## config.mk

```make
export PLATFORM = sky130hd
export DESIGN_NAME = can_capture_block_framer_top
export DESIGN_NICKNAME = d
export VERILOG_FILES = /design/src/sv/ccbf_pkg.sv /design/src/sv/ccbf_ctrl.sv /design/src/sv/ccbf_dp.sv /design/src/sv/can_capture_block_framer_top.sv
export SDC_FILE = /design/constraint.sdc
export NUM_CORES = 1
export LEC_CHECK = 0
export ABC_AREA = 1
export BUFFER_PORTS_ARGS = -buffer_cell sky130_fd_sc_hd__buf_2
export CORE_AREA = 2 2 192 194
export CTS_CLUSTER_SIZE = 20
export DETAILED_ROUTE_END_ITERATION = 8
export DIE_AREA = 0 0 194 196
export GPL_TIMING_DRIVEN = 0
export PLACE_DENSITY_LB_ADDON = 0.15
export SKIP_LAST_GASP = 1
export SLEW_MARGIN = 40
export SYNTH_ARGS = -nofsm -noshare
export SYNTH_HDL_FRONTEND = slang
export SYNTH_HIERARCHICAL = 1
export SYNTH_SLANG_ARGS = --single-unit
export TNS_END_PERCENT = 5
```

## constraint.sdc

```tcl
create_clock -name clock -period 6.5 [get_ports clock]
set_input_delay 0.65 -clock clock [delete_from_list [all_inputs] [get_ports clock]]
set_output_delay 0.65 -clock clock [all_outputs]
set_load 0.02 [all_outputs]
```

## src/sv/ccbf_pkg.sv

```systemverilog
// Shared types and constants for the CAN capture block framer.
`timescale 1ns / 1ps
`default_nettype none

package ccbf_pkg;

   localparam logic [31:0] BLOCK_TYPE_EPB  = 32'h0000_0006;
   localparam logic [31:0] CLASSIC_CAPLEN  = 32'd16;
   localparam logic [31:0] FD_CAPLEN       = 32'd72;
   localparam logic [31:0] CLASSIC_TOTLEN  = 32'd48;
   localparam logic [31:0] FD_TOTLEN       = 32'd104;
   localparam logic [6:0]  CLASSIC_MAXLEN  = 7'd8;
   localparam logic [6:0]  FD_MAXLEN       = 7'd64;
   localparam logic [4:0]  CLASSIC_DWORDS  = 5'd2;
   localparam logic [4:0]  FD_DWORDS       = 5'd16;
   localparam logic [3:0]  HDR_LAST_IDX    = 4'd8;
   localparam logic        MODE_DESC       = 1'b0;
   localparam logic        MODE_BEAT       = 1'b1;

   typedef enum logic [2:0] {
      WSEL_ZERO,
      WSEL_HDR,
      WSEL_CLOSE,
      WSEL_DLO,
      WSEL_DHI
   } wsel_type;

   typedef struct packed {
      logic       load_desc;
      logic       load_beat;
      logic       emit;
      wsel_type   wsel;
      logic [3:0] hdr_idx;
      logic       flush_step;
      logic       close;
      logic       hdr_done;
   } ctl_cmd_type;

   typedef struct packed {
      logic frame_open;
      logic dwl_zero;
      logic beats_zero;
      logic pend_beats_zero;
      logic out_free;
   } dp_sts_type;

endpackage

`default_nettype wire

```

## src/sv/ccbf_ctrl.sv

```systemverilog
// Sequencing state machine for the CAN capture block framer.
`timescale 1ns / 1ps
`default_nettype none

module ccbf_ctrl
   import ccbf_pkg::*;
(
   input  wire logic        clock,
   input  wire logic        reset,
   input  wire logic        req_valid,
   input  wire logic        req_mode,
   output logic             req_ready,
   input  wire dp_sts_type  sts,
   output ctl_cmd_type      cmd
);

   typedef enum logic [2:0] {
      ST_IDLE,
      ST_FLUSH,
      ST_CLOSE,
      ST_HEADER,
      ST_DATA_LO,
      ST_DATA_HI
   } state_type;

   state_type  state_ff, state_in;
   logic [3:0] hdr_cnt_ff, hdr_cnt_in;
   logic       hdr_pend_ff, hdr_pend_in;

   always_comb begin
      state_in    = state_ff;
      hdr_cnt_in  = hdr_cnt_ff;
      hdr_pend_in = hdr_pend_ff;
      cmd         = '0;
      cmd.wsel    = WSEL_ZERO;
      cmd.hdr_idx = hdr_cnt_ff;
      req_ready   = 1'b0;
      case (state_ff)
         ST_IDLE: begin
            req_ready = 1'b1;
            if (req_valid) begin
               if (req_mode == MODE_DESC) begin
                  cmd.load_desc = 1'b1;
                  hdr_pend_in   = 1'b1;
                  state_in      = sts.frame_open ? ST_FLUSH : ST_HEADER;
               end else if (sts.frame_open) begin
                  cmd.load_beat = 1'b1;
                  state_in      = ST_DATA_LO;
               end
            end
         end
         ST_FLUSH: begin
            if (sts.dwl_zero) begin
               state_in = ST_CLOSE;
            end else if (sts.out_free) begin
               cmd.emit       = 1'b1;
               cmd.wsel       = WSEL_ZERO;
               cmd.flush_step = 1'b1;
            end
         end
         ST_CLOSE: begin
            if (sts.out_free) begin
               cmd.emit  = 1'b1;
               cmd.wsel  = WSEL_CLOSE;
               cmd.close = 1'b1;
               state_in  = hdr_pend_ff ? ST_HEADER : ST_IDLE;
            end
         end
         ST_HEADER: begin
            if (sts.out_free) begin
               cmd.emit = 1'b1;
               cmd.wsel = WSEL_HDR;
               if (hdr_cnt_ff == HDR_LAST_IDX) begin
                  cmd.hdr_done = 1'b1;
                  hdr_cnt_in   = '0;
                  hdr_pend_in  = 1'b0;
                  state_in     = sts.pend_beats_zero ? ST_FLUSH : ST_IDLE;
               end else begin
                  hdr_cnt_in = hdr_cnt_ff + 4'd1;
               end
            end
         end
         ST_DATA_LO: begin
            if (sts.out_free) begin
               cmd.emit = 1'b1;
               cmd.wsel = WSEL_DLO;
               state_in = ST_DATA_HI;
            end
         end
         ST_DATA_HI: begin
            if (sts.out_free) begin
               cmd.emit = 1'b1;
               cmd.wsel = WSEL_DHI;
               state_in = sts.beats_zero ? ST_FLUSH : ST_IDLE;
            end
         end
         default: begin
            state_in = ST_IDLE;
         end
      endcase
   end

   always_ff @(posedge clock) begin
      if (reset) begin
         state_ff    <= ST_IDLE;
         hdr_cnt_ff  <= '0;
         hdr_pend_ff <= 1'b0;
      end else begin
         state_ff    <= state_in;
         hdr_cnt_ff  <= hdr_cnt_in;
         hdr_pend_ff <= hdr_pend_in;
      end
   end

endmodule

`default_nettype wire

```

## src/sv/ccbf_dp.sv

```systemverilog
// Datapath of the CAN capture block framer: frame state, word select, output register.
`timescale 1ns / 1ps
`default_nettype none

module ccbf_dp
   import ccbf_pkg::*;
(
   input  wire logic         clock,
   input  wire logic         reset,
   input  wire logic         csr_we,
   input  wire logic [31:0]  csr_wdata,
   input  wire logic [31:0]  can_id,
   input  wire logic         is_fd,
   input  wire logic         is_error,
   input  wire logic         bit_rate_switch,
   input  wire logic [6:0]   length,
   input  wire logic [63:0]  timestamp_us,
   input  wire logic [63:0]  payload,
   input  wire ctl_cmd_type  cmd,
   output dp_sts_type        sts,
   output logic              rsp_valid,
   input  wire logic         rsp_ready,
   output logic [31:0]       rsp_word,
   output logic              rsp_last
);

   logic [31:0] iface_ff;
   logic        open_ff, open_in;
   logic        fd_ff, fd_in;
   logic [6:0]  bytes_ff, bytes_in;
   logic [3:0]  beats_ff, beats_in;
   logic [4:0]  dwl_ff, dwl_in;

   logic [31:0] p_id_ff;
   logic        p_fd_ff;
   logic        p_brs_ff;
   logic [6:0]  p_len_ff;
   logic [63:0] p_ts_ff;
   logic [63:0] beat_ff;

   logic        valid_ff;
   logic [31:0] word_ff;
   logic        last_ff;

   logic        d_fd;
   logic [6:0]  d_len;
   logic [63:0] masked;
   logic [6:0]  take;
   logic [3:0]  p_beats;
   logic [31:0] hdr_word;
   logic [31:0] sel_word;

   // descriptor decode
   always_comb begin
      d_fd = is_fd & ~is_error;
      if (is_error) begin
         d_len = CLASSIC_MAXLEN;
      end else if (d_fd) begin
         d_len = (length > FD_MAXLEN) ? FD_MAXLEN : length;
      end else begin
         d_len = (length > CLASSIC_MAXLEN) ? CLASSIC_MAXLEN : length;
      end
   end

   // bytes past the valid count go out as zero
   always_comb begin
      for (int i = 0; i < 8; i++) begin
         masked[i*8 +: 8] = (bytes_ff > 7'(i)) ? payload[i*8 +: 8] : 8'h00;
      end
      take = (bytes_ff > CLASSIC_MAXLEN) ? CLASSIC_MAXLEN : bytes_ff;
   end

   assign p_beats = 4'((8'(p_len_ff) + 8'd7) >> 3);

   always_comb begin
      case (cmd.hdr_idx)
         4'd0:    hdr_word = BLOCK_TYPE_EPB;
         4'd1:    hdr_word = p_fd_ff ? FD_TOTLEN : CLASSIC_TOTLEN;
         4'd2:    hdr_word = iface_ff;
         4'd3:    hdr_word = p_ts_ff[63:32];
         4'd4:    hdr_word = p_ts_ff[31:0];
         4'd5:    hdr_word = p_fd_ff ? FD_CAPLEN : CLASSIC_CAPLEN;
         4'd6:    hdr_word = p_fd_ff ? FD_CAPLEN : CLASSIC_CAPLEN;
         4'd7:    hdr_word = {p_id_ff[7:0], p_id_ff[15:8], p_id_ff[23:16], p_id_ff[31:24]};
         4'd8:    hdr_word = {16'h0000, 7'd0, p_fd_ff & p_brs_ff, 1'b0, p_len_ff};
         default: hdr_word = '0;
      endcase
   end

   always_comb begin
      case (cmd.wsel)
         WSEL_ZERO:  sel_word = '0;
         WSEL_HDR:   sel_word = hdr_word;
         WSEL_CLOSE: sel_word = fd_ff ? FD_TOTLEN : CLASSIC_TOTLEN;
         WSEL_DLO:   sel_word = beat_ff[31:0];
         WSEL_DHI:   sel_word = beat_ff[63:32];
         default:    sel_word = '0;
      endcase
   end

   // frame state
   always_comb begin
      open_in  = open_ff;
      fd_in    = fd_ff;
      bytes_in = bytes_ff;
      beats_in = beats_ff;
      dwl_in   = dwl_ff;
      if (cmd.load_beat) begin
         bytes_in = bytes_ff - take;
         dwl_in   = (dwl_ff >= 5'd2) ? dwl_ff - 5'd2 : 5'd0;
         beats_in = (beats_ff != 4'd0) ? beats_ff - 4'd1 : 4'd0;
      end
      if (cmd.flush_step) begin
         dwl_in = dwl_ff - 5'd1;
      end
      if (cmd.close) begin
         open_in  = 1'b0;
         bytes_in = '0;
         beats_in = '0;
      end
      if (cmd.hdr_done) begin
         open_in  = 1'b1;
         fd_in    = p_fd_ff;
         bytes_in = p_len_ff;
         beats_in = p_beats;
         dwl_in   = p_fd_ff ? FD_DWORDS : CLASSIC_DWORDS;
      end
   end

   always_ff @(posedge clock) begin
      if (reset) begin
         iface_ff <= '0;
         open_ff  <= 1'b0;
         fd_ff    <= 1'b0;
         bytes_ff <= '0;
         beats_ff <= '0;
         dwl_ff   <= '0;
         valid_ff <= 1'b0;
      end else begin
         if (csr_we) begin
            iface_ff <= csr_wdata;
         end
         open_ff  <= open_in;
         fd_ff    <= fd_in;
         bytes_ff <= bytes_in;
         beats_ff <= beats_in;
         dwl_ff   <= dwl_in;
         if (cmd.emit) begin
            valid_ff <= 1'b1;
         end else if (rsp_ready) begin
            valid_ff <= 1'b0;
         end
      end
   end

   always_ff @(posedge clock) begin
      if (cmd.load_desc) begin
         p_id_ff  <= can_id;
         p_fd_ff  <= d_fd;
         p_brs_ff <= bit_rate_switch;
         p_len_ff <= d_len;
         p_ts_ff  <= timestamp_us;
      end
      if (cmd.load_beat) begin
         beat_ff <= masked;
      end
      if (cmd.emit) begin
         word_ff <= sel_word;
         last_ff <= (cmd.wsel == WSEL_CLOSE);
      end
   end

   assign sts.frame_open      = open_ff;
   assign sts.dwl_zero        = (dwl_ff == 5'd0);
   assign sts.beats_zero      = (beats_ff == 4'd0);
   assign sts.pend_beats_zero = (p_len_ff == 7'd0);
   assign sts.out_free        = ~valid_ff | rsp_ready;

   assign rsp_valid = valid_ff;
   assign rsp_word  = word_ff;
   assign rsp_last  = last_ff;

endmodule

`default_nettype wire

```

## src/sv/can_capture_block_framer_top.sv

```systemverilog
// Top level of the CAN capture block framer.
//
// Input stream (req_): one word is a frame descriptor (tuser 0) or a payload
// word of eight data bytes (tuser 1). A descriptor produces the nine header
// words of a pcapng Enhanced Packet Block; payload words add two data words
// each; the block closes with the total length word, flagged by rsp_tlast.
// After the header, zero-length frames get zero data words, then close.
// A descriptor that arrives while a frame is open first pads that frame with
// zero data words and closes it. Payload words with no open frame are dropped.
// Output stream (rsp_): at most one 32-bit word per cycle from an output
// register, held while rsp_tready is low; first stream byte in bits 7:0.
// Order: a taken input word updates the sequencer state register, and each
// output word then passes through the output register. A descriptor that
// closes an open frame sends its zero padding and closing word before the
// new header; the last payload word of a frame adds padding and the close.
// The sequencer emits at most one word per cycle and takes a new input word
// only when idle. req_tready drops while words are produced; a stalled
// rsp_tready holds the output register and the sequencer waits.
// Reset clears the frame state and interface index (csr_wdata, written when
// csr_we is high; the user must write only while the block is idle, unchecked).
`timescale 1ns / 1ps
`default_nettype none

module can_capture_block_framer_top
   import ccbf_pkg::*;
(
   input  wire logic          clock,
   input  wire logic          reset,
   input  wire logic          csr_we,
   input  wire logic [31:0]   csr_wdata,     // interface_index
   input  wire logic          req_tvalid,
   output logic               req_tready,
   // tdata: can_id[31:0], is_fd[32], is_error[33], bit_rate_switch[34],
   //        length[41:35], timestamp_us[105:42], payload[169:106], zeros
   input  wire logic [175:0]  req_tdata,
   input  wire logic          req_tuser,     // mode
   output logic               rsp_tvalid,
   input  wire logic          rsp_tready,
   output logic [31:0]        rsp_tdata,     // word
   output logic               rsp_tlast      // last
);

   ctl_cmd_type cmd;
   dp_sts_type  sts;

   ccbf_ctrl u_ctrl (
      .clock     (clock),
      .reset     (reset),
      .req_valid (req_tvalid),
      .req_mode  (req_tuser),
      .req_ready (req_tready),
      .sts       (sts),
      .cmd       (cmd)
   );

   ccbf_dp u_dp (
      .clock           (clock),
      .reset           (reset),
      .csr_we          (csr_we),
      .csr_wdata       (csr_wdata),
      .can_id          (req_tdata[31:0]),
      .is_fd           (req_tdata[32]),
      .is_error        (req_tdata[33]),
      .bit_rate_switch (req_tdata[34]),
      .length          (req_tdata[41:35]),
      .timestamp_us    (req_tdata[105:42]),
      .payload         (req_tdata[169:106]),
      .cmd             (cmd),
      .sts             (sts),
      .rsp_valid       (rsp_tvalid),
      .rsp_ready       (rsp_tready),
      .rsp_word        (rsp_tdata),
      .rsp_last        (rsp_tlast)
   );

endmodule

`default_nettype wire

```

==> summary.md, run 1 <==
| Metric | Value |
|---|---|
| CTS Buf Count | 30 |
| Share of the synthesized area in the top cell type | 0.534 |
| Hold WC Path Type | in -> reg |
| Share of cells above drive strength 1 | 0.238 |
| Endpoints failing hold | 0 |
| Die X | ~190 um |
| Critical Path End | u_dp/rsp_word[0] |
| Final Critical Period | 3.01 ns |
| Area leader, netlist | edfxtp_1 |
| Die Area | 0.0380 sq mm |
| Wire per inst | 18.1 um |
| Peak supply drop | 0.246 mV |
| Post-CTS Resized | 0 |
| Main synth FF type | edfxtp_1 |
| GP Congestion | roughly 0.84 |
| Yosys reg bits | 261 |
| H-tree levels | 1 |
| # fillers | 3663 |
| Required time of the critical path | a little under 7 ns |
| Post-CTS Setup Bufs | 0 |
| Final hold slack | 0.257 ns |
| Largest net degree at the start of global routing | 81 |
| DRT Wirelength | 34900 um |
| DRC viols | 0 |
| Nets | 1665 |
| Achievable clock frequency | 332 MHz |
| Num ports | 249 |
| Clock latency on the worst-skew pair | 0.57 ns |
| CTS tree | yes |
| Critical Path Start | u_ctrl/state_ff[2] |
| Post-Syn Nets | 1384 |
| Warnings, synthesis | 6 |
| FP Rows | 70 |
| Area delta synth->final | 25.5% |
| Asr flop ratio synth | 0 |
| Commonest non-fill, non-tap cell in the layout | nand2_1 |
| Initial core utilization | 0.315 |
| Crit path max fanout | 10 |
| Global-route wire length before repair | 52000 um |
| Cell variety after synth | 46 |
| Worst-Margin Slew | 0.841 ns |
| EDFF count, synth | around 200 |
| Cells after synthesis | 1159 |
| Vias per cell | 4.57 |
| Most frequent cells in the layout | nand2_1, buf_2, edfxtp_1 |
| Hold path start | req_tdata[99] |
| IO buf count | 242 |
| P_leak | 6.07 nW |
| Final HPWL DP | between 20000 and 30000 um |
| Final WS setup | 3.49 ns |
| Startpoint Class | flip-flop |
| Avg Inst Size Synth | 9.79 sq um |
| Clk buf depth | 3 |
| R2r endpoint | u_dp/rsp_word[0] |
| R2r startpoint | u_ctrl/state_ff[2] |
| Max-cap violations | 0 |
| Post-route ant nets | 0 |
| Number of hold buffers added after cts | 0 |
| Netlist Area Pre-Place | 0.0113 sq mm |
| Clock transition at path regs | 0.06 ns |
| Vias in the first global route | 8642 |
| Cell Pwr Density | 318 mW/mm^2 |
| Routed wire length on met3 | 1660 um |
| Chip Height | about 200 um |
| Crit path DAT | around 3.4 ns |
| Final setup TNS | 0 ns |
| Total track usage | 0.181 |
| Largest cells by area after synthesis | edfxtp_1, dfxtp_1, nand2_1 |
| Status | complete, no violations |
| Max Slew Vio Count | 0 |
| Router iterations before antenna repair | 5 |
| RSZ-0062 raised after global routing | false |
| Top sig layer | met4 |
| Via count | ~8800 |
| Met2 Wirelength | between 15000 and 20000 um |
| Root buffer cell | clkbuf_16 |
| CP endpoint kind | flip-flop |
| Worst r2r path cells | 9 |
| Global route total overflow | 0 |
| Dpl ws | 3.20 ns |
| Clock skew | 0.0100 ns |
| Core ar. | 0.0361 sq mm |
| Final Cycle Share | 0.463 |
| Register area share after synthesis | 0.639 |
| Initial antenna violation count | 4 |
| Met1 wire length | 16400 um |
| Iter 0 DRT Violations | around 500 |
| Slew HR | 0.435 |
| Reg2Reg Setup Slack | 3.49 ns |
| Setup-failing EPs final | 0 |
| Type of the worst setup path | reg -> reg |
| Clock sinks | 261 |
[report_power, final]
part | switching, mW | internal [mW] | total (mW)
Clock | 0.671 | 0.930 | 1.60
Combinational | 0.596 | 0.251 | 0.846
Sequential | 0.0681 | 2.01 | 2.08
[synthesized netlist by cell type, drive strengths merged (3+ instances only)]
cell,number
clkbuf,21
xnor2,3
a211oi,3
nand3,64
edfxtp,202
o21ai,78
a21oi,42
inv,141
nor3,4
nand2,292
nor2,169
ha,11
a221oi,5
a22o,12
dfxtp,59
a31oi,4
buf,16
nand4,15
[kinds of logic (layout without fill, tap and decap cells)]
| family | count (synthesis) | in the layout | synth area share |
|---|---|---|---|
| simple gates | 551 | 551 | 0.204 |
| flops | 261 | 261 | 0.639 |
| buf+inv | 179 | 481 | 0.0634 |
| compound gates | 151 | 151 | 0.0777 |
| fa+ha+maj | 11 | 11 | 0.0121 |
| xor+xnor | 4 | 4 | 0.00309 |
| other cells | 2 | 7 | 0.000662 |
[registers in the layout, summed over array words and instances (netlist names), 3 cells and up]
register           count
u_ctrl/hdr_cnt_ff      4
u_ctrl/state_ff        3
u_dp/beat_ff          64
u_dp/beats_ff          4
u_dp/bytes_ff          7
u_dp/dwl_ff            5
u_dp/iface_ff         32
u_dp/p_id_ff          32
u_dp/p_len_ff          7
u_dp/p_ts_ff          64
u_dp/rsp_word         32
[worst max-delay path, stage by stage (launching register included)]
cell and delay [ns]:
dfxtp_1 0.49, ha_1 0.29, inv_1 0.08, nand2_1 0.07, inv_1 0.12, a21oi_1 0.10, nor3_1 0.70, clkbuf_1 0.64
nand2_1 0.16, nand3_1 0.18
[area by class of cell]
| cell class | count | area [sq um] | share of cell area |
|---|---|---|---|
| Sequential cell | 261 | 7250 | 0.509 |
| Antenna cell | 5 | 12.5 | 0.000879 |
| Multi-Input combinational cell | 719 | 3410 | 0.239 |
| Inverter | 142 | 543 | 0.0381 |
| Clock buffer | 45 | 848 | 0.0596 |
| Timing Repair Buffer | 249 | 1350 | 0.0951 |
| Tap cell | 468 | 586 | 0.0411 |
| Buffer | 37 | 184 | 0.0129 |
| Clock inverter | 8 | 62.6 | 0.00439 |
[metrics by stage]
stage | cell area [sq um] | util | total power [mW] | cells
after floorplan | 11300 | - | 2.62 | 1159
after global placement | 13100 | 0.364 | 2.95 | 1869
final | 14200 | 0.395 | 4.52 | 1934
after detailed placement | 13300 | 0.369 | 2.97 | 1876
after CTS | 14200 | 0.394 | 4.59 | 1929
after global routing | 14200 | 0.395 | 4.75 | 1933
[metal layers]
metal	up-vias	GRT usage
met5	-	0
met1	4115	0.257
li1	4416	-
met2	243	0.280
met4	0	0.0657
met3	59	0.0266
[worst min-delay path by stage]
stage / slack, ns / cells past startpoint / end
2_1_floorplan: 0.43 / 2 / u_dp/iface_ff[0]
3_3_place_gp: 0.45 / 2 / u_dp/open_ff
3_5_place_dp: 0.45 / 2 / u_dp/open_ff
4_1_cts: 0.22 / 1 / u_dp/p_ts_ff[57]
5_1_grt: 0.23 / 1 / u_dp/p_ts_ff[14]
6_report: 0.26 / 1 / u_dp/p_ts_ff[57]
No activity file was read; power rests on OpenSTA's default activity.
==> run 2: changes to the inputs <==
- clock period: 6.5 -> 2.62 ns (I/O delays scaled with it)
==> summary.md, run 2 (same netlist as run 1, synthesis figures left out) <==
| Metric | Value |
|---|---|
| Status | complete, no violations |
| Post-route ant nets | 0 |
| Max Slew Vio Count | 0 |
| Clock skew | approximately 0.021 ns |
| Vias in the first global route | 9609 |
| P_leak | 6.96 nW |
| Final WS setup | 0.00669 ns |
| Required time of the critical path | 2.92 ns |
| Nets | around 1900 |
| Area delta synth->final | 44.0% |
| Met2 Wirelength | 17100 um |
| DRT Wirelength | 37000 um |
| Non-filler cells, final | 2129 |
| Reg2Reg Setup Slack | 0.007 ns |
| Iter 0 DRT Violations | 521 |
| Root buffer cell | clkbuf_16 |
| Router iterations before antenna repair | 4 |
| Startpoint Class | flip-flop |
| Multi-input gate area | 0.00343 sq mm |
| Via count | 9637 |
| Clock latency on the worst-skew pair | 0.58 ns |
| Clock sinks | 261 |
| FP Rows | 70 |
| Crit path DAT | 2.91 ns |
| CP endpoint kind | flip-flop |
| Peak supply drop | about 0.51 mV |
| Achievable clock frequency | 383 MHz |
| Final Critical Period | ~2.6 ns |
| Commonest non-fill, non-tap cell in the layout | nand2_1 |
| Wire per inst | 17.4 um |
| Final Cycle Share | 0.997 |
| Dpl ws | -0.254 ns |
| Setup-failing EPs final | 0 |
| GP Congestion | ~0.84 |
| CTS tree | yes |
| Final HPWL DP | about 27000 um |
| Most frequent cells in the layout | nand2_1, buf_2, edfxtp_1 |
| Placed insts | 1881 |
| Clk buf depth | 3 |
| Global route total overflow | 0 |
| Cell Pwr Density | ~720 mW/mm^2 |
| Core ar. | 0.0361 sq mm |
| DRC viols | 0 |
| Initial antenna violation count | 0 |
| Endpoints failing hold | 0 |
| Initial core utilization | 0.315 |
| Sequential Area | 0.00725 sq mm |
| Diodes inserted | 0 |
| Largest net degree at the start of global routing | 28 |
| Clock transition at path regs | roughly 0.06 ns |
| Type of the worst setup path | reg -> reg |
| Slew HR | 0.534 |
| Top sig layer | met4 |
| Worst-Margin Slew | 0.699 ns |
| CTS Buf Count | 30 |
| H-tree levels | 1 |
| Hold WC Path Type | in -> reg |
| Die Area | 0.0380 sq mm |
| Share of cells above drive strength 1 | 0.222 |
| IO buf count | 242 |
| Global-route wire length before repair | about 55000 um |
| Num ports | 249 |
| Biggest regs | u_dp/beat_ff x64, u_dp/p_ts_ff x64 |
| # fillers | about 3400 |
| Met1 wire length | 17000 um |
| RSZ-0062 raised after global routing | true |
| Routed wire length on met3 | between 1500 and 2000 um |
| Chip Height | a little under 200 um |
| Die X | 194 um |
| Max-cap violations | 0 |
| Crit path max fanout | 10 |
| Total track usage | 0.189 |
| Vias per cell | about 4.5 |
-- run 2: metal layers --
metal | vias to the layer above | GRT usage
li1 | 4809 | -
met1 | 4495 | 0.259
met2 | 282 | 0.310
met3 | 51 | 0.0294
met4 | 0 | 0.0567
met5 | - | 0
-- run 2: final cells by class --
cell class              instances  share of cell area
repair buffers                446               0.207
well taps                     468              0.0358
flip-flops and latches        261               0.443
clock inverters                17              0.0107
multi-input cells             719               0.210
inverters                     142              0.0330
clock buffers                  39              0.0486
plain buffers                  37              0.0118
-- run 2: worst max-delay path: stages (launching register included) --
cell and delay, ns:
dfxtp_1 0.33, buf_6 0.14, nor2_2 0.26, nand2_1 0.09, nand2_1 0.09, inv_1 0.08, a21oi_1 0.30, nor3_2 0.17
buf_2 0.25, a221oi_1 0.50, nand2_1 0.13
-- run 2: path summary, 6_finish.rpt --
kind	startpoint	endpoint	depth (start not counted)
max	u_ctrl/state_ff[1]	u_dp/rsp_word[4]	10
min	req_tdata[161]	u_dp/beat_ff[55]	3
max reg2reg	u_ctrl/state_ff[1]	u_dp/rsp_word[4]	10
min reg2reg	u_dp/open_ff	u_dp/open_ff	2
-- run 2: what timing repair did --
item                                    4_1_cts  5_1_grt
endpoints found under the setup margin       35       48
resized for setup                             3       12
hold endpoints to repair                    194        0
buffers inserted                              0        1
pin swaps                                     0        1
hold buffers                                191        0
-- run 2: power breakdown --
part / switching [mW] / leakage, nW / total, mW / internal, mW
clock network: 1.73 / 0.460 / 4.16 / 2.43
registers: 0.174 / 2.33 / 5.16 / 4.98
logic: 1.56 / 4.17 / 2.43 / 0.873
total: 3.46 / 6.96 / 11.7 / 8.28
-- run 2: through the flow --
stage | area [sq um] | TNS [ns] | utilization | power [mW] | hold WS (ns)
final | 16300 | 0 | 0.453 | 11.7 | 0.0214
after global placement | 13200 | -240.77 | 0.365 | 7.33 | 0.440
after floorplan | 11400 | -42.01 | - | 6.50 | 0.324
after detailed placement | 13400 | -2.93 | 0.372 | 7.45 | 0.440
after CTS | 16300 | -1.63 | 0.452 | 11.9 | 0.00169
after global routing | 16300 | -1.03 | 0.453 | 12.3 | 0.0298
==> run 3: changes to the inputs <==
- CORE_AREA: 2 2 192 194 -> 2 2 247 151
- DIE_AREA: 0 0 194 196 -> 0 0 249 153
- MAX_ROUTING_LAYER: unset -> met4
==> summary.md, run 3 (same netlist as run 1, synthesis figures left out) <==
| Metric | Value |
|---|---|
| Status | complete, but fails checks |
| Failing checks | setup timing |
| Sw power | 3.37 mW |
| Chip Height | 153 um |
| Clock sinks | approximately 260 |
| DRC viols | 0 |
| P_leak | 6.80 nW |
| Int Power | approximately 8.1 mW |
| Initial antenna violation count | 2 |
| Post-route ant nets | 0 |
| Slew HR | 0.529 |
| CTS tree | yes |
| Clk buf depth | 3 |
| Dpl cell area | about 0.013 sq mm |
| Largest net degree at the start of global routing | 27 |
| Max-cap violations | 0 |
| Total track usage | 0.207 |
| Area delta synth->final | 40.5% |
| Final Critical Period | 2.65 ns |
| Num ports | 249 |
| Hold WC Path Type | in -> reg |
| # fillers | 3466 |
| Vias per cell | 4.57 |
| DRT Wirelength | 38600 um |
| R2r endpoint | u_dp/rsp_word[0] |
| Startpoint Class | flip-flop |
| Endpoints failing hold | 0 |
| CTS Buf Count | 27 |
| Setup-failing EPs final | 2 |
| Clock latency on the worst-skew pair | 0.55 ns |
| IO buf count | 242 |
| Peak supply drop | 0.496 mV |
| Finished layout cell area | 0.0159 sq mm |
| Multi-input gate area | 0.00342 sq mm |
| Core ar. | 0.0359 sq mm |
| RSZ-0062 raised after global routing | true |
| Worst-Margin Slew | 0.705 ns |
| Clock transition at path regs | 0.07 ns |
| Clock skew | 0.0212 ns |
| Final hold slack | 0.0253 ns |
| Final setup TNS | -0.0275 ns |
| Total power | approximately 11 mW |
| GP Congestion | 0.901 |
| Critical Path Start | u_ctrl/state_ff[2] |
| Wire per inst | 18.3 um |
| FP Rows | 54 |
| Via count | ~9600 |
| Initial core utilization | 0.316 |
| Vias in the first global route | 9497 |
| CP endpoint kind | flip-flop |
| Die Area | 0.0381 sq mm |
| Final HPWL DP | 28300 um |
| Achievable clock frequency | 378 MHz |
| Net Sw Frac | 0.295 |
| Crit path DAT | 2.91 ns |
| Nets | 1829 |
| H-tree levels | 1 |
| Final WS setup | -0.0262 ns |
| Iter 0 DRT Violations | 789 |
| Flop pwr share | 0.452 |
| Global-route wire length before repair | 57500 um |
| Required time of the critical path | 2.88 ns |
| Router iterations before antenna repair | 5 |
| Power share of the combinational group | 0.205 |
| Critical Path End | u_dp/rsp_word[0] |
| Type of the worst setup path | reg -> reg |
| Die X | 249 um |
| Root buffer cell | clkbuf_16 |
| R2r startpoint | u_ctrl/state_ff[2] |
| Share of cells above drive strength 1 | 0.227 |
| Fin util | 0.444 |
| Worst r2r path cells | 8 |
| Sequential Area | 0.00725 sq mm |
| Final Cycle Share | 1.01 |
| Clock power share | 0.344 |
| Reg2Reg Setup Slack | -0.03 ns |
| Biggest regs | u_dp/beat_ff x64, u_dp/p_ts_ff x64 |
| Max Slew Vio Count | 0 |
| Most frequent cells in the layout | nand2_1, buf_2, edfxtp_1 |
| Cell Pwr Density | 718 mW/mm^2 |
| Crit path max fanout | 10 |
| Global route total overflow | 0 |
| Commonest non-fill, non-tap cell in the layout | nand2_1 |
run 3: critical path: stages (launching register included):
cell and delay, ns:
dfxtp_1 0.53, nand2_1 0.14, nand2_2 0.11, nand2_1 0.11, nor3_1 0.45, nor2_1 0.22, clkbuf_2 0.28, o21ai_1 0.38
nand3_1 0.14
run 3: layout make-up:
class                   instances  share of cell area
flip-flops and latches        261               0.455
inverters                     142              0.0338
plain buffers                  37              0.0121
well taps                     476              0.0374
diodes                          2            0.000314
multi-input cells             719               0.214
clock buffers                  34              0.0459
repair buffers                416               0.192
clock inverters                15             0.00981
run 3: worst min path at each step:
stage                        start                  to  slack (ns)  depth (start not counted)
floorplan                    reset  u_ctrl/state_ff[0]        0.32                          1
global placement      req_tdata[5]     u_dp/p_id_ff[5]        0.44                          1
detailed placement    req_tdata[6]     u_dp/p_id_ff[6]        0.44                          1
CTS                 req_tdata[109]     u_dp/beat_ff[3]       0.001                          3
global route        req_tdata[109]     u_dp/beat_ff[3]        0.01                          3
finish              req_tdata[109]     u_dp/beat_ff[3]        0.03                          3
run 3: power groups by stage:
stage	logic (mW)	clock network (mW)	registers, mW
floorplan	1.20	0	5.30
global placement	2.04	0	5.28
detailed placement	2.15	0	5.25
CTS	2.36	4.04	5.16
global route	2.62	4.20	5.20
finish	2.34	3.93	5.17
run 3: repair_timing:
| item | 4_1_cts | 5_1_grt |
|---|---|---|
| hold endpoints to repair | 165 | 0 |
| gates resized for setup | 4 | 12 |
| hold buffers | 162 | 0 |
| endpoints found under the setup margin | 40 | 47 |
| pin swaps | 0 | 1 |
| buffers inserted | 0 | 2 |
run 3: routing by layer:
layer / vias up / global-route usage / wire length (um)
met4: 0 / 0.0369 / 593
met2: 320 / 0.289 / 15600
met5: - / - / 0
li1: 4738 / - / -
met1: 4505 / 0.312 / 19300
met3: 46 / 0.0412 / 3030
run 3: metrics by stage:
stage | instances | setup WS, ns
2_1_floorplan | 1159 | -0.642
3_3_place_gp | 1877 | -2.43
3_5_place_dp | 1887 | -0.258
4_1_cts | 2098 | -0.0405
5_1_grt | 2102 | -0.150
6_report | 2102 | -0.0262
